### config.mk
export PLATFORM = sky130hd
export DESIGN_NAME = idle_valve_stepper_controller
export DESIGN_NICKNAME = d
export VERILOG_FILES = /design/src/rtl/core/ivsc_pkg.sv /design/src/rtl/core/ivsc_regs.sv /design/src/rtl/core/ivsc_core.sv /design/src/rtl/core/idle_valve_stepper_controller.sv
export SDC_FILE = /design/constraint.sdc
export NUM_CORES = 1
export LEC_CHECK = 0
export BUFFER_PORTS_ARGS = -buffer_cell sky130_fd_sc_hd__clkbuf_2
export CORE_MARGIN = 2
export CORE_UTILIZATION = 30
export DETAILED_ROUTE_END_ITERATION = 6
export PLACE_DENSITY = 0.45
export RECOVER_POWER = 100
export SLEW_MARGIN = 20
export SYNTH_ARGS = -nofsm -noshare
export SYNTH_HDL_FRONTEND = slang
export SYNTH_SLANG_ARGS = --single-unit
export TNS_END_PERCENT = 5
### constraint.sdc
create_clock -name clk -period 6.5 [get_ports clk]
set_input_delay 0 -clock clk [delete_from_list [all_inputs] [get_ports clk]]
set_output_delay 0 -clock clk [all_outputs]
set_load 0.02 [all_outputs]
### src/rtl/core/ivsc_pkg.sv
// Types, codes and constants of the idle valve stepper controller.
package ivsc_pkg;

	localparam int CMD_W = 3;
	localparam int POS_W = 16;
	localparam int PER_W = 26;
	localparam int DB_W = 10;
	localparam int RPM_W = 14;
	localparam int IN_TDATA_W = 48;
	localparam int OUT_TDATA_W = 24;
	localparam int ADDR_W = 4;
	localparam int APB_DATA_W = 32;

	// Command codes
	localparam logic [CMD_W-1:0] CMD_TICK = 3'd0;
	localparam logic [CMD_W-1:0] CMD_STEP_FWD = 3'd1;
	localparam logic [CMD_W-1:0] CMD_STEP_BACK = 3'd2;
	localparam logic [CMD_W-1:0] CMD_MOVE_TO = 3'd3;
	localparam logic [CMD_W-1:0] CMD_CALIBRATE = 3'd4;
	localparam logic [CMD_W-1:0] CMD_REGULATE = 3'd5;

	// Register indexes (word address)
	localparam logic [1:0] REG_TOTAL_STEPS = 2'd0;
	localparam logic [1:0] REG_STEP_PERIOD = 2'd1;
	localparam logic [1:0] REG_RPM_DEADBAND = 2'd2;

	// Register reset values
	localparam logic [POS_W-1:0] TOTAL_STEPS_RST = 16'd200;
	localparam logic [PER_W-1:0] STEP_PERIOD_RST = 26'd64000;
	localparam logic [DB_W-1:0] RPM_DEADBAND_RST = 10'd40;

	typedef struct packed {
		logic [POS_W-1:0] total_steps;
		logic [PER_W-1:0] step_period;
		logic [DB_W-1:0]  rpm_deadband;
	} cfg_t;

	// Input item, first field in the highest bits
	typedef struct packed {
		logic [RPM_W-1:0] rpm_setpoint;
		logic [RPM_W-1:0] measured_rpm;
		logic [POS_W-1:0] target_position;
		logic [CMD_W-1:0] command;
	} item_t;

	// Result item, first field in the highest bits
	typedef struct packed {
		logic [POS_W-1:0] position;
		logic             busy_res;
		logic             direction;
		logic             step_pulse;
	} result_t;

endpackage

### src/rtl/core/ivsc_regs.sv
// APB configuration registers of the idle valve stepper controller.
module ivsc_regs import ivsc_pkg::*; (
	input  logic                  clk,
	input  logic                  arst_n,
	input  logic                  psel,
	input  logic                  penable,
	input  logic                  pwrite,
	input  logic [ADDR_W-1:0]     paddr,
	input  logic [APB_DATA_W-1:0] pwdata,
	output logic [APB_DATA_W-1:0] prdata,
	output logic                  pready,
	output cfg_t                  cfg
);

	cfg_t cfg_q;
	logic wr_en;

	assign pready = 1'b1;
	assign wr_en = psel & penable & pwrite;
	assign cfg = cfg_q;

	// Write the addressed register; addresses past the list are dropped
	always_ff @(posedge clk or negedge arst_n) begin
		if (!arst_n) begin
			cfg_q.total_steps <= TOTAL_STEPS_RST;
			cfg_q.step_period <= STEP_PERIOD_RST;
			cfg_q.rpm_deadband <= RPM_DEADBAND_RST;
		end else if (wr_en) begin
			case (paddr[3:2])
				REG_TOTAL_STEPS:  cfg_q.total_steps <= pwdata[POS_W-1:0];
				REG_STEP_PERIOD:  cfg_q.step_period <= pwdata[PER_W-1:0];
				REG_RPM_DEADBAND: cfg_q.rpm_deadband <= pwdata[DB_W-1:0];
				default: ;
			endcase
		end
	end

	// Read back
	always_comb begin
		case (paddr[3:2])
			REG_TOTAL_STEPS:  prdata = {{(APB_DATA_W-POS_W){1'b0}}, cfg_q.total_steps};
			REG_STEP_PERIOD:  prdata = {{(APB_DATA_W-PER_W){1'b0}}, cfg_q.step_period};
			REG_RPM_DEADBAND: prdata = {{(APB_DATA_W-DB_W){1'b0}}, cfg_q.rpm_deadband};
			default:          prdata = '0;
		endcase
	end

endmodule

### src/rtl/core/ivsc_core.sv
// Input stage, motion state update and result register of the controller.
module ivsc_core import ivsc_pkg::*; (
	input  logic    clk,
	input  logic    arst_n,
	input  cfg_t    cfg,
	input  logic    in_valid,
	input  item_t   in_item,
	output logic    in_ready,
	output logic    out_valid,
	output result_t out_result,
	input  logic    out_ready
);

	typedef enum logic [1:0] {
		PH_IDLE,
		PH_MOVE,
		PH_CAL_FWD,
		PH_CAL_BACK
	} phase_t;

	// Input stage
	logic  valid_s1;
	item_t item_s1;

	// Motion state
	logic [POS_W-1:0] valve_pos_q, goal_pos_q, steps_left_q;
	logic [PER_W-1:0] tick_q;
	logic             dir_q;
	phase_t           phase_q;

	// Result register
	logic    out_valid_q;
	result_t result_q;

	// Next state
	logic [POS_W-1:0] valve_pos_n, goal_pos_n, steps_left_n, sl_dec;
	logic [PER_W-1:0] tick_n, tick_inc, period;
	logic             dir_n, pulse, busy, step_fwd, step_back;
	logic             rpm_low, rpm_high;
	logic [RPM_W:0]   meas_ext, trpm_ext, db_ext;
	phase_t           phase_n;
	logic             advance, process;

	assign advance = !out_valid_q || out_ready;
	assign in_ready = !valid_s1 || advance;
	assign process = valid_s1 && advance;
	assign out_valid = out_valid_q;
	assign out_result = result_q;

	// Compute the state after the held item
	always_comb begin
		valve_pos_n = valve_pos_q;
		goal_pos_n = goal_pos_q;
		steps_left_n = steps_left_q;
		tick_n = tick_q;
		dir_n = dir_q;
		phase_n = phase_q;
		pulse = 1'b0;
		step_fwd = 1'b0;
		step_back = 1'b0;

		busy = (phase_q != PH_IDLE);
		period = (cfg.step_period == '0) ? {{(PER_W-1){1'b0}}, 1'b1} : cfg.step_period;
		tick_inc = tick_q + 1'b1;
		sl_dec = (steps_left_q != '0) ? steps_left_q - 1'b1 : steps_left_q;

		meas_ext = {1'b0, item_s1.measured_rpm};
		trpm_ext = {1'b0, item_s1.rpm_setpoint};
		db_ext = {{(RPM_W+1-DB_W){1'b0}}, cfg.rpm_deadband};
		rpm_low = (meas_ext + db_ext) < trpm_ext;
		rpm_high = meas_ext > (trpm_ext + db_ext);

		case (item_s1.command)
			CMD_TICK: begin
				if (busy) begin
					tick_n = tick_inc;
					if (tick_inc >= period) begin
						tick_n = '0;
						pulse = 1'b1;
						steps_left_n = sl_dec;
						if (sl_dec == '0) begin
							case (phase_q)
								PH_CAL_FWD: begin
									dir_n = 1'b0;
									steps_left_n = cfg.total_steps;
									if (cfg.total_steps == '0) begin
										valve_pos_n = '0;
										phase_n = PH_IDLE;
									end else begin
										phase_n = PH_CAL_BACK;
									end
								end
								PH_CAL_BACK: begin
									valve_pos_n = '0;
									phase_n = PH_IDLE;
								end
								default: begin
									valve_pos_n = goal_pos_q;
									phase_n = PH_IDLE;
								end
							endcase
						end
					end
				end
			end
			CMD_STEP_FWD: begin
				if (!busy) begin
					pulse = 1'b1;
					step_fwd = 1'b1;
				end
			end
			CMD_STEP_BACK: begin
				if (!busy) begin
					pulse = 1'b1;
					step_back = 1'b1;
				end
			end
			CMD_MOVE_TO: begin
				if (!busy && item_s1.target_position != valve_pos_q) begin
					if (item_s1.target_position > valve_pos_q) begin
						steps_left_n = item_s1.target_position - valve_pos_q;
						dir_n = 1'b1;
					end else begin
						steps_left_n = valve_pos_q - item_s1.target_position;
						dir_n = 1'b0;
					end
					goal_pos_n = item_s1.target_position;
					tick_n = '0;
					phase_n = PH_MOVE;
				end
			end
			CMD_CALIBRATE: begin
				if (!busy) begin
					dir_n = 1'b1;
					tick_n = '0;
					steps_left_n = cfg.total_steps;
					if (cfg.total_steps == '0) begin
						valve_pos_n = '0;
					end else begin
						phase_n = PH_CAL_FWD;
					end
				end
			end
			CMD_REGULATE: begin
				if (!busy) begin
					if (rpm_low) begin
						pulse = 1'b1;
						step_fwd = 1'b1;
					end else if (rpm_high) begin
						pulse = 1'b1;
						step_back = 1'b1;
					end
				end
			end
			default: ;
		endcase

		// Single step, saturating between zero and the full travel
		if (step_fwd && valve_pos_q < cfg.total_steps) begin
			valve_pos_n = valve_pos_q + 1'b1;
			dir_n = 1'b1;
		end
		if (step_back && valve_pos_q != '0) begin
			valve_pos_n = valve_pos_q - 1'b1;
			dir_n = 1'b0;
		end
	end

	// Control state: input valid, motion state, result valid
	always_ff @(posedge clk or negedge arst_n) begin
		if (!arst_n) begin
			valid_s1 <= 1'b0;
			out_valid_q <= 1'b0;
			valve_pos_q <= '0;
			goal_pos_q <= '0;
			steps_left_q <= '0;
			tick_q <= '0;
			dir_q <= 1'b0;
			phase_q <= PH_IDLE;
		end else begin
			if (in_ready) begin
				valid_s1 <= in_valid;
			end
			if (process) begin
				out_valid_q <= 1'b1;
				valve_pos_q <= valve_pos_n;
				goal_pos_q <= goal_pos_n;
				steps_left_q <= steps_left_n;
				tick_q <= tick_n;
				dir_q <= dir_n;
				phase_q <= phase_n;
			end else if (out_ready) begin
				out_valid_q <= 1'b0;
			end
		end
	end

	// Payload: hold the accepted item, capture the result
	always_ff @(posedge clk) begin
		if (in_ready && in_valid) begin
			item_s1 <= in_item;
		end
		if (process) begin
			result_q.step_pulse <= pulse;
			result_q.direction <= dir_n;
			result_q.busy_res <= (phase_n != PH_IDLE);
			result_q.position <= valve_pos_n;
		end
	end

endmodule

### src/rtl/core/idle_valve_stepper_controller.sv
// An accepted transaction is held in the input stage, then loads the result register when
// that register is empty or being taken, raising m_tvalid (input stage, result stage).
// One transaction per cycle unless m_tready stalls; the tick is a 26-bit add and compare.
// s_tready stays high while the result register is empty or being taken.
// Reset (arst_n low): position, goal, step count, tick count, direction and phase go to zero;
// registers return to total_steps 200, step_period 64000, rpm_deadband 40.
module idle_valve_stepper_controller import ivsc_pkg::*; (
	input  logic                   clk,
	input  logic                   arst_n,
	// command[2:0], target_position[18:3], measured_rpm[32:19], rpm_setpoint[46:33], zero pad
	input  logic [IN_TDATA_W-1:0]  s_tdata,
	input  logic                   s_tvalid,
	output logic                   s_tready,
	// step_pulse[0], direction[1], busy_res[2], position[18:3], zero pad
	output logic [OUT_TDATA_W-1:0] m_tdata,
	output logic                   m_tvalid,
	input  logic                   m_tready,
	input  logic                   psel,
	input  logic                   penable,
	input  logic                   pwrite,
	input  logic [ADDR_W-1:0]      paddr,
	input  logic [APB_DATA_W-1:0]  pwdata,
	output logic [APB_DATA_W-1:0]  prdata,
	output logic                   pready
);

	cfg_t    cfg;
	item_t   in_item;
	result_t out_result;

	assign in_item = s_tdata[$bits(item_t)-1:0];
	assign m_tdata = {{(OUT_TDATA_W-$bits(result_t)){1'b0}}, out_result};

	ivsc_regs u_regs (
		.clk     (clk),
		.arst_n  (arst_n),
		.psel    (psel),
		.penable (penable),
		.pwrite  (pwrite),
		.paddr   (paddr),
		.pwdata  (pwdata),
		.prdata  (prdata),
		.pready  (pready),
		.cfg     (cfg)
	);

	ivsc_core u_core (
		.clk        (clk),
		.arst_n     (arst_n),
		.cfg        (cfg),
		.in_valid   (s_tvalid),
		.in_item    (in_item),
		.in_ready   (s_tready),
		.out_valid  (m_tvalid),
		.out_result (out_result),
		.out_ready  (m_tready)
	);

endmodule

* Word level (Yosys, flattened, before mapping)
Cells that the tools add are included.
** Cells by class
- Equal/unequal tests :: 14
- Bitwise gates (word level) :: 2
- Order comparisons :: 5
- Reduce and logical (&&, ||, !) cells :: 28
- Mux-type cells :: 59
- Add/sub/neg operators :: 8
** Operator list (count)
- $mux 16 :: 15
- $pmux 26 s3 :: 2
- $mux 26 :: 5
- $pmux 16 s2 :: 2
- $pmux 16 s3 :: 1
- $logic_not 16->1 :: 2
- $reduce_bool 16->1 :: 2
- $sub 16x1->16 const B :: 2
- $sub 16x16->16 :: 2
- $add 14x10->15 :: 2
- $add 26x1->26 const B :: 1
- $ge 26x26->1 :: 1
- $logic_not 26->1 :: 1
- $mux 1 :: 21
- $add 16x1->16 const B :: 1
- $gt 16x16->1 :: 1
- $lt 16x16->1 :: 1
- $mux 2 :: 8
- $ne 16x16->1 :: 1
- $gt 14x15->1 :: 1
- $lt 15x14->1 :: 1
- $eq 2x2->1 const B :: 3
- $eq 3x2->1 const B :: 2
- $eq 3x3->1 const B :: 2
- other kinds (20) :: 36
** Word-level totals
- Output and inout bits :: 59
- Flip-flop bits (word level) :: 197
- Bits of input ports :: 91
- Word-level logic and storage cells :: 135

* Logic depth before layout (Yosys ltp)
Gate-level depths: netlist (run 1).
- Depth in word-level cells :: 9
- Mapped depth :: 22
- Depth with buffers taken out :: 20

* By module
A second synthesis (run 1) with hierarchy kept.
** Second synthesis, totals
- Cells, all modules :: 1595
- Area total of the unflattened synthesis :: 14675.3 um^2
** By module, submodules not included
- ivsc_core :: instances 1, cells an instance 1409, seq. area each 3958.8 um^2, area an instance 12165.4 um^2
- ivsc_regs :: instances 1, cells an instance 180, seq. area each 1315.0 um^2, area an instance 2468.6 um^2
- idle_valve_stepper_controller :: instances 1, cells an instance 6, seq. area each 0.0 um^2, area an instance 41.3 um^2

* Least setup slack after synthesis (run 1)
OpenSTA, ideal clock, no wires.
- Path type :: register -> register
- Start point :: register u_core.tick_q[0] (netlist name)
- End point :: register u_core.goal_pos_q[10]
- Path buffers :: 3
- Data required time :: 6375 ps
- Arrival :: 4712 ps
- Cell stages (with the launch flop) :: 19
- Library setup time :: 125 ps
- Path slack :: 1663 ps
- Cell sequence :: dfrtp_1 > ha_1 > nand2_1 > nor4_1 > nand3_1 > nor2_1 > and4_1 > xor2_1 > ha_1 > nand4_1 > nor4_1 > o311ai_0 > and3_1 > clkbuf_1 > a21o_1 > clkbuf_1 > nor2_1 > clkbuf_1 > mux2_2
** RTL lines
- end signal, assigned :: line ivsc_core.sv:187 : goal_pos_q <= goal_pos_n;
- end, declared :: line ivsc_core.sv:26 : logic [POS_W-1:0] valve_pos_q, goal_pos_q, steps_left_q;

* Final worst setup path (run 1)
- Start point :: register u_core.tick_q[0]
- End point :: register u_core.result_q, in the netlist u_core.out_result[12] (data pin)
** Between the ends
- Word-level cells in the longest chain between the ends :: 7
** Ends and longest elaborated chain
- start, declared :: line ivsc_core.sv:27 : logic [PER_W-1:0] tick_q;
- start signal, assigned :: line ivsc_core.sv:189 : tick_q <= tick_n;
- $add 26x1->26 :: line ivsc_core.sv:64 : tick_inc = tick_q + 1'b1;
- $ge 26x26->1 :: line ivsc_core.sv:77 : if (tick_inc >= period) begin
- $mux 16 :: line ivsc_core.sv:77
- $mux 16 :: line ivsc_core.sv:75 : if (busy) begin
- $pmux 16 s2 :: line ivsc_core.sv:73 : case (item_s1.command)
- $mux 16 :: line ivsc_core.sv:159 : if (step_fwd && valve_pos_q < cfg.total_steps) begin
- $mux 16 :: line ivsc_core.sv:163 : if (step_back && valve_pos_q != '0) begin
- net u_core.valve_pos_n[9] :: line ivsc_core.sv:36 : logic [POS_W-1:0] valve_pos_n, goal_pos_n, steps_left_n, sl_dec;
- end, declared :: line ivsc_core.sv:33 : result_t result_q;
The timed path passes the listed nets, and every way through them passes these cells.
A chain may end at the register's enable or synchronous reset.

==> results of run 1 <==
cells by family (layout without fill, tap and decap cells):
family / after synthesis / in the layout / synth area share (%)
compound gates: 449 / 449 / 20.44
buf+inv: 196 / 380 / 5.467
other cells: 2 / 12 / 0.05176
simple gates: 517 / 517 / 17.85
mux: 64 / 64 / 4.709
xor+xnor: 63 / 63 / 3.803
fa+ha+maj: 129 / 129 / 11.33
flops: 197 / 197 / 36.35
registers in the layout, indices dropped and copies added, names as in the netlist:
| register | cells |
|---|---|
| u_core.out_valid | 1 |
| u_core.goal_pos_q | 16 |
| u_core.tick_q | 26 |
| u_regs.cfg | 52 |
| u_core.valve_pos_q | 16 |
| u_core.out_result | 19 |
| u_core.valid_s1 | 1 |
| u_core.steps_left_q | 16 |
| u_core.dir_q | 1 |
| u_core.item_s1 | 47 |
| u_core.phase_q | 2 |
per-layer routing:
layer  GRT usage, %  share of wire (%)  up-vias
met1          27.25                 48     6282
li1               -                  -     6290
met3          2.833                4.2       41
met5              0                  0        -
met4          6.000                1.8        0
met2          30.93                 46      329
per-stage QoR:
step	power, uW	instances	hold slack (ps)	setup slack, ps	utilization (%)
2_1_floorplan	3511	1627	-295.6	1663	-
3_3_place_gp	4283	2316	166.2	1038	33.11
3_5_place_dp	4315	2317	160.0	978.0	33.15
4_1_cts	5500	2426	158.7	944.6	36.01
5_1_grt	5825	2426	187.5	324.5	35.67
6_report	5460	2426	195.7	655.6	35.67
cell type report:
class | instances | area [um2]
clock inverter | 15 | 170.2
multi-input combinational | 1234 | 8458
sequential | 197 | 5274
timing repair buffer | 229 | 1488
fill | 4909 | 30710
inverter | 119 | 446.7
tap | 615 | 769.5
clock buffer | 17 | 425.4
critical path, cell delays in order, from the launching register on:
cell and delay [ps]:
sky130_fd_sc_hd__dfrtp_1 420, sky130_fd_sc_hd__ha_1 230, sky130_fd_sc_hd__nand2_1 110, sky130_fd_sc_hd__nor4_1 330, sky130_fd_sc_hd__clkbuf_1 270, sky130_fd_sc_hd__nand3_1 180, sky130_fd_sc_hd__nor2_1 250, sky130_fd_sc_hd__and4_1 240
sky130_fd_sc_hd__xor2_1 220, sky130_fd_sc_hd__ha_1 290, sky130_fd_sc_hd__a21oi_1 130, sky130_fd_sc_hd__a21boi_0 90, sky130_fd_sc_hd__a2111oi_0 800, sky130_fd_sc_hd__and3_1 360, sky130_fd_sc_hd__clkbuf_1 460, sky130_fd_sc_hd__nor4_2 140
sky130_fd_sc_hd__nor2_1 130, sky130_fd_sc_hd__clkbuf_1 450, sky130_fd_sc_hd__a22oi_1 170, sky130_fd_sc_hd__o21ai_0 330
placed cells by master (no fill, tap or decap), types with 13 or more instances in the layout:
cell	netlist	final
sky130_fd_sc_hd__xnor2_1	45	45
sky130_fd_sc_hd__dfrtp_1	120	120
sky130_fd_sc_hd__a21o_1	22	22
sky130_fd_sc_hd__or3_1	16	16
sky130_fd_sc_hd__a21oi_1	91	91
sky130_fd_sc_hd__nor2_1	93	93
sky130_fd_sc_hd__dlygate4sd3_1	0	77
sky130_fd_sc_hd__o21ai_0	150	151
sky130_fd_sc_hd__nor4_1	28	28
sky130_fd_sc_hd__clkbuf_1	58	57
sky130_fd_sc_hd__nor3_1	32	31
sky130_fd_sc_hd__and3_1	23	23
sky130_fd_sc_hd__o211ai_1	15	15
sky130_fd_sc_hd__nand2_1	169	169
sky130_fd_sc_hd__clkbuf_16	0	17
sky130_fd_sc_hd__xor2_1	18	18
sky130_fd_sc_hd__a31oi_1	13	13
sky130_fd_sc_hd__a22o_1	18	18
sky130_fd_sc_hd__edfxtp_1	66	66
sky130_fd_sc_hd__mux2i_1	30	30
sky130_fd_sc_hd__nand4_1	26	26
sky130_fd_sc_hd__mux2_2	34	34
sky130_fd_sc_hd__nand3_1	41	41
sky130_fd_sc_hd__inv_1	118	118
sky130_fd_sc_hd__clkbuf_2	0	84
sky130_fd_sc_hd__ha_1	125	125
sky130_fd_sc_hd__nor2b_1	18	18
power breakdown:
part	total (uW)	switching [uW]	internal (uW)
clock network	1120	578	545
registers	1870	352	1520
logic	2460	1490	971
final timing paths:
| path | end | from | cells past startpoint |
|---|---|---|---|
| worst max-delay path | u_core.out_result[12] | u_core.tick_q[0] | 19 |
| max in group asynchronous | u_core.goal_pos_q[15] | arst_n | 2 |
| worst max register to register | u_core.out_result[12] | u_core.tick_q[0] | 19 |
| worst min register to register | u_core.goal_pos_q[3] | u_core.goal_pos_q[3] | 1 |
| min in group asynchronous | u_regs.cfg[0] | arst_n | 2 |
| worst min-delay path | u_core.item_s1[6] | s_tdata[6] | 2 |
==> impl_metrics.env, run 1 <==
export IMPL_synth_cells_most_frequent="169 x sky130_fd_sc_hd__nand2_1, 150 x sky130_fd_sc_hd__o21ai_0, 125 x sky130_fd_sc_hd__ha_1"
export IMPL_synth_area_um2=14510
export IMPL_hold_viol=0
export IMPL_boundaryPins=150
export IMPL_post_synth_top_area_cell="sky130_fd_sc_hd__dfrtp_1"
export IMPL_count_of_nets_left_with_antenna_violations_after_detail_routing=0
export IMPL_worst_setup_path_start_kind="flip-flop"
export IMPL_place_port_buffers=128
export IMPL_wirelength_mm=47.98
export IMPL_hold_buffers=77
export IMPL_synth_most_common_cell="sky130_fd_sc_hd__nand2_1"
export IMPL_clock_skew_ps=18.77
export IMPL_worst_r2r_setup_slack_ps=660
export IMPL_cp_required_ps=6790
export IMPL_routedWlPerCell_um=19.78
export IMPL_cp_arrival_ps=6130
export IMPL_cts_htree_levels=4
export IMPL_netlist_area_leader_share_pct=20.70
export IMPL_design_area_um2=17030
export IMPL_area_growth_pct=17.39
export IMPL_first_pass_iters=5
export IMPL_fp_coreArea_um2=47750
export IMPL_cts_root_to_sink_buffers=2
export IMPL_dpl_hpwl_mm=36.45
export IMPL_number_of_synthesized_register_bits=197
export IMPL_maxCapViolations=4
export IMPL_yosysWarnings=0
export IMPL_post_layout_minimum_cycle_time_ps=5844
export IMPL_worst_hold_path_type="input port to flip-flop"
export IMPL_gp_routability_congestion=0.9003
export IMPL_synth_area_top_cells="sky130_fd_sc_hd__dfrtp_1 21%, sky130_fd_sc_hd__edfxtp_1 14%, sky130_fd_sc_hd__ha_1 11%"
export IMPL_worstSetupEndpointType="flip-flop"
export IMPL_ys_flop_type="sky130_fd_sc_hd__dfrtp_1"
export IMPL_tightestPinTransition_ps=5118
export IMPL_synthDistinctLibCells=90
export IMPL_antenna_found_initial=0
export IMPL_status="finished, violations left"
export IMPL_clk_root_buffer_cell="sky130_fd_sc_hd__clkbuf_16"
export IMPL_cts_resized=0
export IMPL_unrepaired_setup_endpoints_after_global_routing="no"
export IMPL_routed_via_density=5.335
export IMPL_drtIter0Drc=864
export IMPL_synthesis_area_per_instance_um2=8.973
export IMPL_tritoncts_num_sinks=197
export IMPL_clock_buffers_created_by_tritoncts=17
export IMPL_timing_setup_critical_path_class="flip-flop to flip-flop"
export IMPL_global_route_overflow_total=0
export IMPL_die_width_um=223.9
export IMPL_fmax_mhz=171.1
export IMPL_setup_tns_ps=0
export IMPL_period_share_pct=89.91
export IMPL_timing_max_slew_rel_slack_pct=-241.2
export IMPL_synthArstFlopShare_pct=66.50
export IMPL_postPlaceCellArea_um2=15830
export IMPL_worst_setup_hold_path_clk_slew_ps=80
export IMPL_initial_utilization_pct=30.39
export IMPL_postCtsSetupRepairBufs=0
export IMPL_synth_edf_count=66
export IMPL_worstPathMaxFanout=8
export IMPL_layout_nets=2018
export IMPL_worst_skew_pair_late_latency_ps=510
export IMPL_layout_drive_gt1_share_pct=10.71
export IMPL_number_of_remaining_drc_errors=0
export IMPL_slew_violations=184
export IMPL_die_height_um=223.9
export IMPL_worst_ir_drop_vdd_uv=190.6
export IMPL_cts_tree="built"
export IMPL_core_rowCount=80
export IMPL_synthesized_instance_count=1617
export IMPL_total_routing_usage_gr_pct=19.45
export IMPL_diodes=0
export IMPL_timing_final_setup_violations=0
export IMPL_vias_after_detailed_routing=12940
export IMPL_violations="capacitance limit, slew limit"
export IMPL_p_leak_uw=0.007350
export IMPL_synth_yosys_seq_area_share_pct=36.35
export IMPL_grt_first_pass_wirelength_mm=74.22
export IMPL_die_footprint_um2=50140
export IMPL_via_count_of_the_first_global_routing_pass=12530
export IMPL_cellPowerDensity_nw_per_um2=320.6
export IMPL_grt_start_max_net_pins=85
Note: power is estimated with default switching activity, not from simulation.
==> run 2, diff against run 1 <==
Settings changed: BUFFER_PORTS_ARGS -buffer_cell sky130_fd_sc_hd__clkbuf_2 to -buffer_cell sky130_fd_sc_hd__buf_2, SLEW_MARGIN 20 to 10.
==> run 2 against run 1 <==
  * The flow still finishes with violations (capacitance limit, slew limit)
  * Hold slack got worse by 1.7 ps
  * Fmax increased by 0.34%
  * Clock power increased by 9%
  * Wire length decreased by 0.46%
  * Setup slack improved by 20 ps
  * Power increased by 1.7%
  * Register-to-register slack improved by 20 ps
==> impl_metrics.env, run 2 (synthesis results as in run 1) <==
export IMPL_status="finished, violations left"
export IMPL_violations="capacitance limit, slew limit"
export IMPL_worst_path_buf_inv=4
export IMPL_layout_drive_gt1_share_pct=10.66
export IMPL_post_layout_nonfiller_instances=2426
export IMPL_worst_setup_hold_path_clk_slew_ps=80
export IMPL_final_core_utilization_pct=35.78
export IMPL_cellPowerDensity_nw_per_um2=325.0
export IMPL_worst_setup_path_start_kind="flip-flop"
export IMPL_cp_required_ps=6900
export IMPL_gp_routability_congestion=0.8899
export IMPL_initial_utilization_pct=30.39
export IMPL_cts_tree="built"
export IMPL_worst_ir_drop_vdd_uv=209.6
export IMPL_place_port_buffers=128
export IMPL_setup_tns_ps=0
export IMPL_most_common_layout_cells="169 x sky130_fd_sc_hd__nand2_1, 151 x sky130_fd_sc_hd__o21ai_0, 125 x sky130_fd_sc_hd__ha_1, 120 x sky130_fd_sc_hd__dfrtp_1, 118 x sky130_fd_sc_hd__inv_1"
export IMPL_place_ws_ps=1003
export IMPL_diodes=0
export IMPL_p_leak_uw=0.007379
export IMPL_slew_violations=178
export IMPL_drtIter0Drc=1004
export IMPL_worstSetupEndpointType="flip-flop"
export IMPL_grt_first_pass_wirelength_mm=73.68
export IMPL_largest_reg_flops=52
export IMPL_total_routing_usage_gr_pct=19.26
export IMPL_tightestPinTransition_ps=5033
export IMPL_layout_cells_most_common="sky130_fd_sc_hd__nand2_1"
export IMPL_clock_skew_ps=12.92
export IMPL_timing_max_slew_rel_slack_pct=-235.5
export IMPL_global_route_overflow_total=0
export IMPL_die_width_um=223.9
export IMPL_timing_setup_critical_path_class="flip-flop to flip-flop"
export IMPL_slowest_stage="sky130_fd_sc_hd__clkbuf_1"
export IMPL_count_of_nets_left_with_antenna_violations_after_detail_routing=0
export IMPL_routed_via_density=5.350
export IMPL_fp_coreArea_um2=47750
export IMPL_cts_root_to_sink_buffers=2
export IMPL_tritoncts_num_sinks=197
export IMPL_die_height_um=223.9
export IMPL_timing_critical_path_max_delay_family="simple AND/OR/NAND/NOR gates"
export IMPL_maxCapViolations=3
export IMPL_hold_viol=0
export IMPL_unrepaired_setup_endpoints_after_global_routing="no"
export IMPL_timing_final_setup_violations=0
export IMPL_routedWlPerCell_um=19.69
export IMPL_path_cells="nand3_1 > or3_1 > nor2_1 > and3_1 > nor2b_1 > and3_1 > xor2_1 > ha_1 > nand4_1 > nor4_1 > o311ai_0 > and3_1 > clkbuf_1 > nand3_1 > clkbuf_1 > clkinv_1 > clkbuf_2 > a22o_1"
export IMPL_postCtsSetupRepairBufs=0
export IMPL_area_growth_pct=17.73
export IMPL_core_rowCount=80
export IMPL_clk_root_buffer_cell="sky130_fd_sc_hd__clkbuf_16"
export IMPL_via_count_of_the_first_global_routing_pass=12460
export IMPL_number_of_remaining_drc_errors=0
export IMPL_layout_nets=2018
export IMPL_critical_path_max_stage_delay_ps=640
export IMPL_worst_hold_path_type="input port to flip-flop"
export IMPL_worstPathMaxFanout=16
export IMPL_first_pass_iters=7
export IMPL_post_layout_minimum_cycle_time_ps=5824
export IMPL_worst_skew_pair_late_latency_ps=510
export IMPL_clock_buffers_created_by_tritoncts=17
export IMPL_cp_arrival_ps=6230
export IMPL_fmax_mhz=171.7
export IMPL_dpl_hpwl_mm=36.29
export IMPL_wirelength_mm=47.76
export IMPL_vias_after_detailed_routing=12980
export IMPL_critical_path_top_cell_by_count="sky130_fd_sc_hd__and3_1"
export IMPL_cts_htree_levels=4
export IMPL_boundaryPins=150
export IMPL_period_share_pct=89.61
export IMPL_placedCellCount=2317
export IMPL_grt_start_max_net_pins=86
export IMPL_fin_ws_ps=675.5
export IMPL_antenna_found_initial=0
export IMPL_die_footprint_um2=50140
-- run 2: cell count changes in the layout (fill, tap and decap cells not counted), sizes merged --
cell / previous run / this run
clkinv: 6 / 5
inv: 123 / 124
clkbuf: 158 / 74
clkinvlp: 4 / 1
buf: 11 / 95
bufinv: 1 / 4
-- run 2: what timing repair did --
action                                  4_1_cts  5_1_grt
resized for setup                             0        0
hold buffers                                 77        0
endpoints found under the setup margin        0        0
hold endpoints to repair                    178        0
-- run 2: area by class of cell --
cell class                      count  area (um2)
Fill cell                        4941       30660
Multi-Input combinational cell   1234        8447
Sequential cell                   197        5274
Timing Repair Buffer              229        1484
Tap cell                          615       769.5
Inverter                          119       446.7
Clock buffer                       17       425.4
Clock inverter                     15       235.2
-- run 2: worst paths after layout --
check,to,slack (ps),cells after the start,start
setup reg to reg,u_core.tick_q[6],680,18,u_core.tick_q[2]
hold / removal,u_core.item_s1[6],190,2,s_tdata[6]
hold reg to reg,u_core.out_valid,490,1,u_core.valid_s1
setup / recovery,u_core.tick_q[6],680,18,u_core.tick_q[2]
min in group asynchronous,u_regs.cfg[14],1890,2,arst_n
max in group asynchronous,u_core.tick_q[18],1810,2,arst_n
-- run 2: stage by stage --
step | area (um2) | hold WS (ps) | power, uW
after floorplan | 14550 | -295.6 | 3511
after global placement | 15810 | 155.8 | 4280
after detailed placement | 15810 | 153.2 | 4306
after CTS | 17250 | 154.3 | 5604
after global routing | 17080 | 177.3 | 5943
final | 17080 | 194.0 | 5551
-- run 2: layer usage --
metal	wire length (um)	global-route usage (%)	share of wire, %
met5	0	0	0
met4	960	5.763	2.0
met3	2247	3.659	4.7
met2	21600	30.05	45
met1	22950	27.00	48
-- run 2: power breakdown --
part,internal (uW),switching (uW),leakage (uW)
Clock,660,565,0.000318
Sequential,1520,349,0.00228
Combinational,970,1490,0.00478
==> run 3, diff against run 2 <==
Settings changed: CORE_ASPECT_RATIO set to 0.7.
==> run 3 against run 2 <==
  * The flow still finishes with violations (capacitance limit, slew limit)
  * Critical path depth did not move
  * Non-clock buffer count is 3 higher
  * Final cell count up 0.37%
  * Clock power is 11% lower
  * Wire length grew 1.2%
  * Setup slack worse by 31 ps
  * Hold slack improved by 25 ps
  * Critical path type unchanged
==> impl_metrics.env, run 3 (synthesis results as in run 1) <==
export IMPL_clock_skew_ps=18.11
export IMPL_timing_max_slew_rel_slack_pct=-210.7
export IMPL_worstPathMaxFanout=19
export IMPL_slew_violations=272
export IMPL_area_growth_pct=17.41
export IMPL_dpl_hpwl_mm=37.19
export IMPL_timing_final_setup_violations=0
export IMPL_cp_arrival_ps=6200
export IMPL_layout_nets=2021
export IMPL_worst_hold_path_type="input port to flip-flop"
export IMPL_crit_reg2reg_launch="u_core.tick_q[2]"
export IMPL_initial_utilization_pct=30.36
export IMPL_violations="capacitance limit, slew limit"
export IMPL_post_layout_minimum_cycle_time_ps=5855
export IMPL_setup_tns_ps=0
export IMPL_largest_reg_flops=52
export IMPL_reg2regPathDepth=18
export IMPL_p_leak_uw=0.007341
export IMPL_diodes=0
export IMPL_startpoint_of_the_worst_setup_timing_path="u_core.tick_q[2]"
export IMPL_grt_start_max_net_pins=80
export IMPL_cp_required_ps=6850
export IMPL_hold_viol=0
export IMPL_die_width_um=266.9
export IMPL_clk_root_buffer_cell="sky130_fd_sc_hd__clkbuf_16"
export IMPL_layout_drive_gt1_share_pct=10.47
export IMPL_grt_first_pass_wirelength_mm=74.46
export IMPL_vias_after_detailed_routing=13010
export IMPL_number_of_remaining_drc_errors=0
export IMPL_regToRegEndpoint="u_core.goal_pos_q[3]"
export IMPL_crit_end="u_core.goal_pos_q[3]"
export IMPL_worst_r2r_setup_slack_ps=640
export IMPL_worst_skew_pair_late_latency_ps=480
export IMPL_routedWlPerCell_um=19.86
export IMPL_cellPowerDensity_nw_per_um2=317.4
export IMPL_status="finished, violations left"
export IMPL_antenna_found_initial=0
export IMPL_multi_input_area_um2=8471
export IMPL_most_common_layout_cells="169 x sky130_fd_sc_hd__nand2_1, 151 x sky130_fd_sc_hd__o21ai_0, 125 x sky130_fd_sc_hd__ha_1, 120 x sky130_fd_sc_hd__dfrtp_1, 118 x sky130_fd_sc_hd__inv_1"
export IMPL_tightestPinTransition_ps=4661
export IMPL_die_footprint_um2=50170
export IMPL_worst_setup_path_start_kind="flip-flop"
export IMPL_drtIter0Drc=1226
export IMPL_worst_setup_hold_path_clk_slew_ps=80
export IMPL_cts_root_to_sink_buffers=2
export IMPL_wirelength_mm=48.35
export IMPL_timing_setup_critical_path_class="flip-flop to flip-flop"
export IMPL_fp_coreArea_um2=47780
export IMPL_clock_buffers_created_by_tritoncts=17
export IMPL_worstSetupEndpointType="flip-flop"
export IMPL_count_of_nets_left_with_antenna_violations_after_detail_routing=0
export IMPL_global_route_overflow_total=0
export IMPL_cts_htree_levels=4
export IMPL_unrepaired_setup_endpoints_after_global_routing="no"
export IMPL_boundaryPins=150
export IMPL_ff_latch_area_um2=5274
export IMPL_maxCapViolations=5
export IMPL_postPlaceCellArea_um2=15870
export IMPL_nFillCells=4946
export IMPL_tritoncts_num_sinks=197
export IMPL_total_routing_usage_gr_pct=19.45
export IMPL_die_height_um=188.0
export IMPL_fmax_mhz=170.8
export IMPL_layout_cells_most_common="sky130_fd_sc_hd__nand2_1"
export IMPL_cts_resized=0
export IMPL_first_pass_iters=6
export IMPL_gp_routability_congestion=0.8893
export IMPL_period_share_pct=90.08
export IMPL_via_count_of_the_first_global_routing_pass=12460
export IMPL_worst_ir_drop_vdd_uv=217.7
export IMPL_design_area_um2=17040
export IMPL_cts_tree="built"
export IMPL_core_rowCount=67
export IMPL_routed_via_density=5.344
export IMPL_place_port_buffers=128
[run 3: changes by cell type in the layout (fill, tap and decap cells not counted), sizes merged]
cell and delta:
clkbuf +10, buf -7, bufinv -4, clkinv +1
clkinvlp +1, dlymetal6s4s +1, inv +1
[run 3: timing repair]
item	in CTS	in global routing
hold buffers	77	0
buffers inserted	0	0
endpoints found under the hold margin	168	0
[run 3: stage by stage]
step                util (%)  worst slack [ps]  hold slack [ps]  total power, uW  std cells
detailed placement     33.22              1116            120.2             4301       2326
CTS                    36.02              1059            162.0             5437       2435
floorplan                  -              1663           -295.6             3511       1627
global route           35.65             366.7            208.5             5808       2435
global placement       33.22              1154            112.9             4288       2326
finish                 35.65             644.7            218.8             5408       2435
[run 3: worst min-delay path by stage]
stage / startpoint / to / slack (ps) / depth (start not counted)
2_1_floorplan: arst_n / u_core.dir_q / -300 / 0
3_3_place_gp: arst_n / u_regs.cfg[13] / 110 / 1
3_5_place_dp: arst_n / u_regs.cfg[11] / 120 / 1
4_1_cts: arst_n / u_regs.cfg[11] / 160 / 2
5_1_grt: s_tdata[6] / u_core.item_s1[6] / 210 / 2
6_report: s_tdata[41] / u_core.item_s1[41] / 220 / 2
[run 3: report_power, final]
part	switching [uW]	leakage, uW	internal (uW)	total (uW)
Sequential	362	0.00228	1520	1880
Clock	568	0.000273	509	1080
Combinational	1470	0.00479	973	2450
Total	2400	0.00734	3000	5410
[run 3: layout make-up]
| class | count | share of cell area [%] |
|---|---|---|
| clock buffer | 18 | 2.519 |
| clock inverter | 14 | 0.8226 |
| inverter | 119 | 2.622 |
| multi-input combinational | 1234 | 49.72 |
| sequential | 197 | 30.96 |
| tap | 621 | 4.561 |
| timing repair buffer | 232 | 8.792 |
[run 3: critical path, cell delays in order, from the launching register on]
cell                             delay [ps]
sky130_fd_sc_hd__dfrtp_1                440
sky130_fd_sc_hd__nand3_1                220
sky130_fd_sc_hd__or3_1                  450
sky130_fd_sc_hd__nor2_1                 180
sky130_fd_sc_hd__and3_1                 240
sky130_fd_sc_hd__nor2b_1                230
sky130_fd_sc_hd__and3_1                 250
sky130_fd_sc_hd__xor2_1                 100
sky130_fd_sc_hd__ha_1                   300
sky130_fd_sc_hd__nand4_1                190
sky130_fd_sc_hd__nor4_1                 330
sky130_fd_sc_hd__clkbuf_1               230
sky130_fd_sc_hd__o311ai_0               160
sky130_fd_sc_hd__and3_1                 340
sky130_fd_sc_hd__clkbuf_1               220
sky130_fd_sc_hd__a21o_1                 220
sky130_fd_sc_hd__nor2_2                  90
sky130_fd_sc_hd__dlymetal6s4s_1        1080
sky130_fd_sc_hd__mux2_2                 440
[run 3: metal layers]
layer	global-route usage [%]	up-vias	wire [um]
met5	0	-	0
li1	-	6286	-
met1	29.78	6296	24580
met2	27.71	383	20150
met3	4.110	47	2918
met4	4.084	0	699
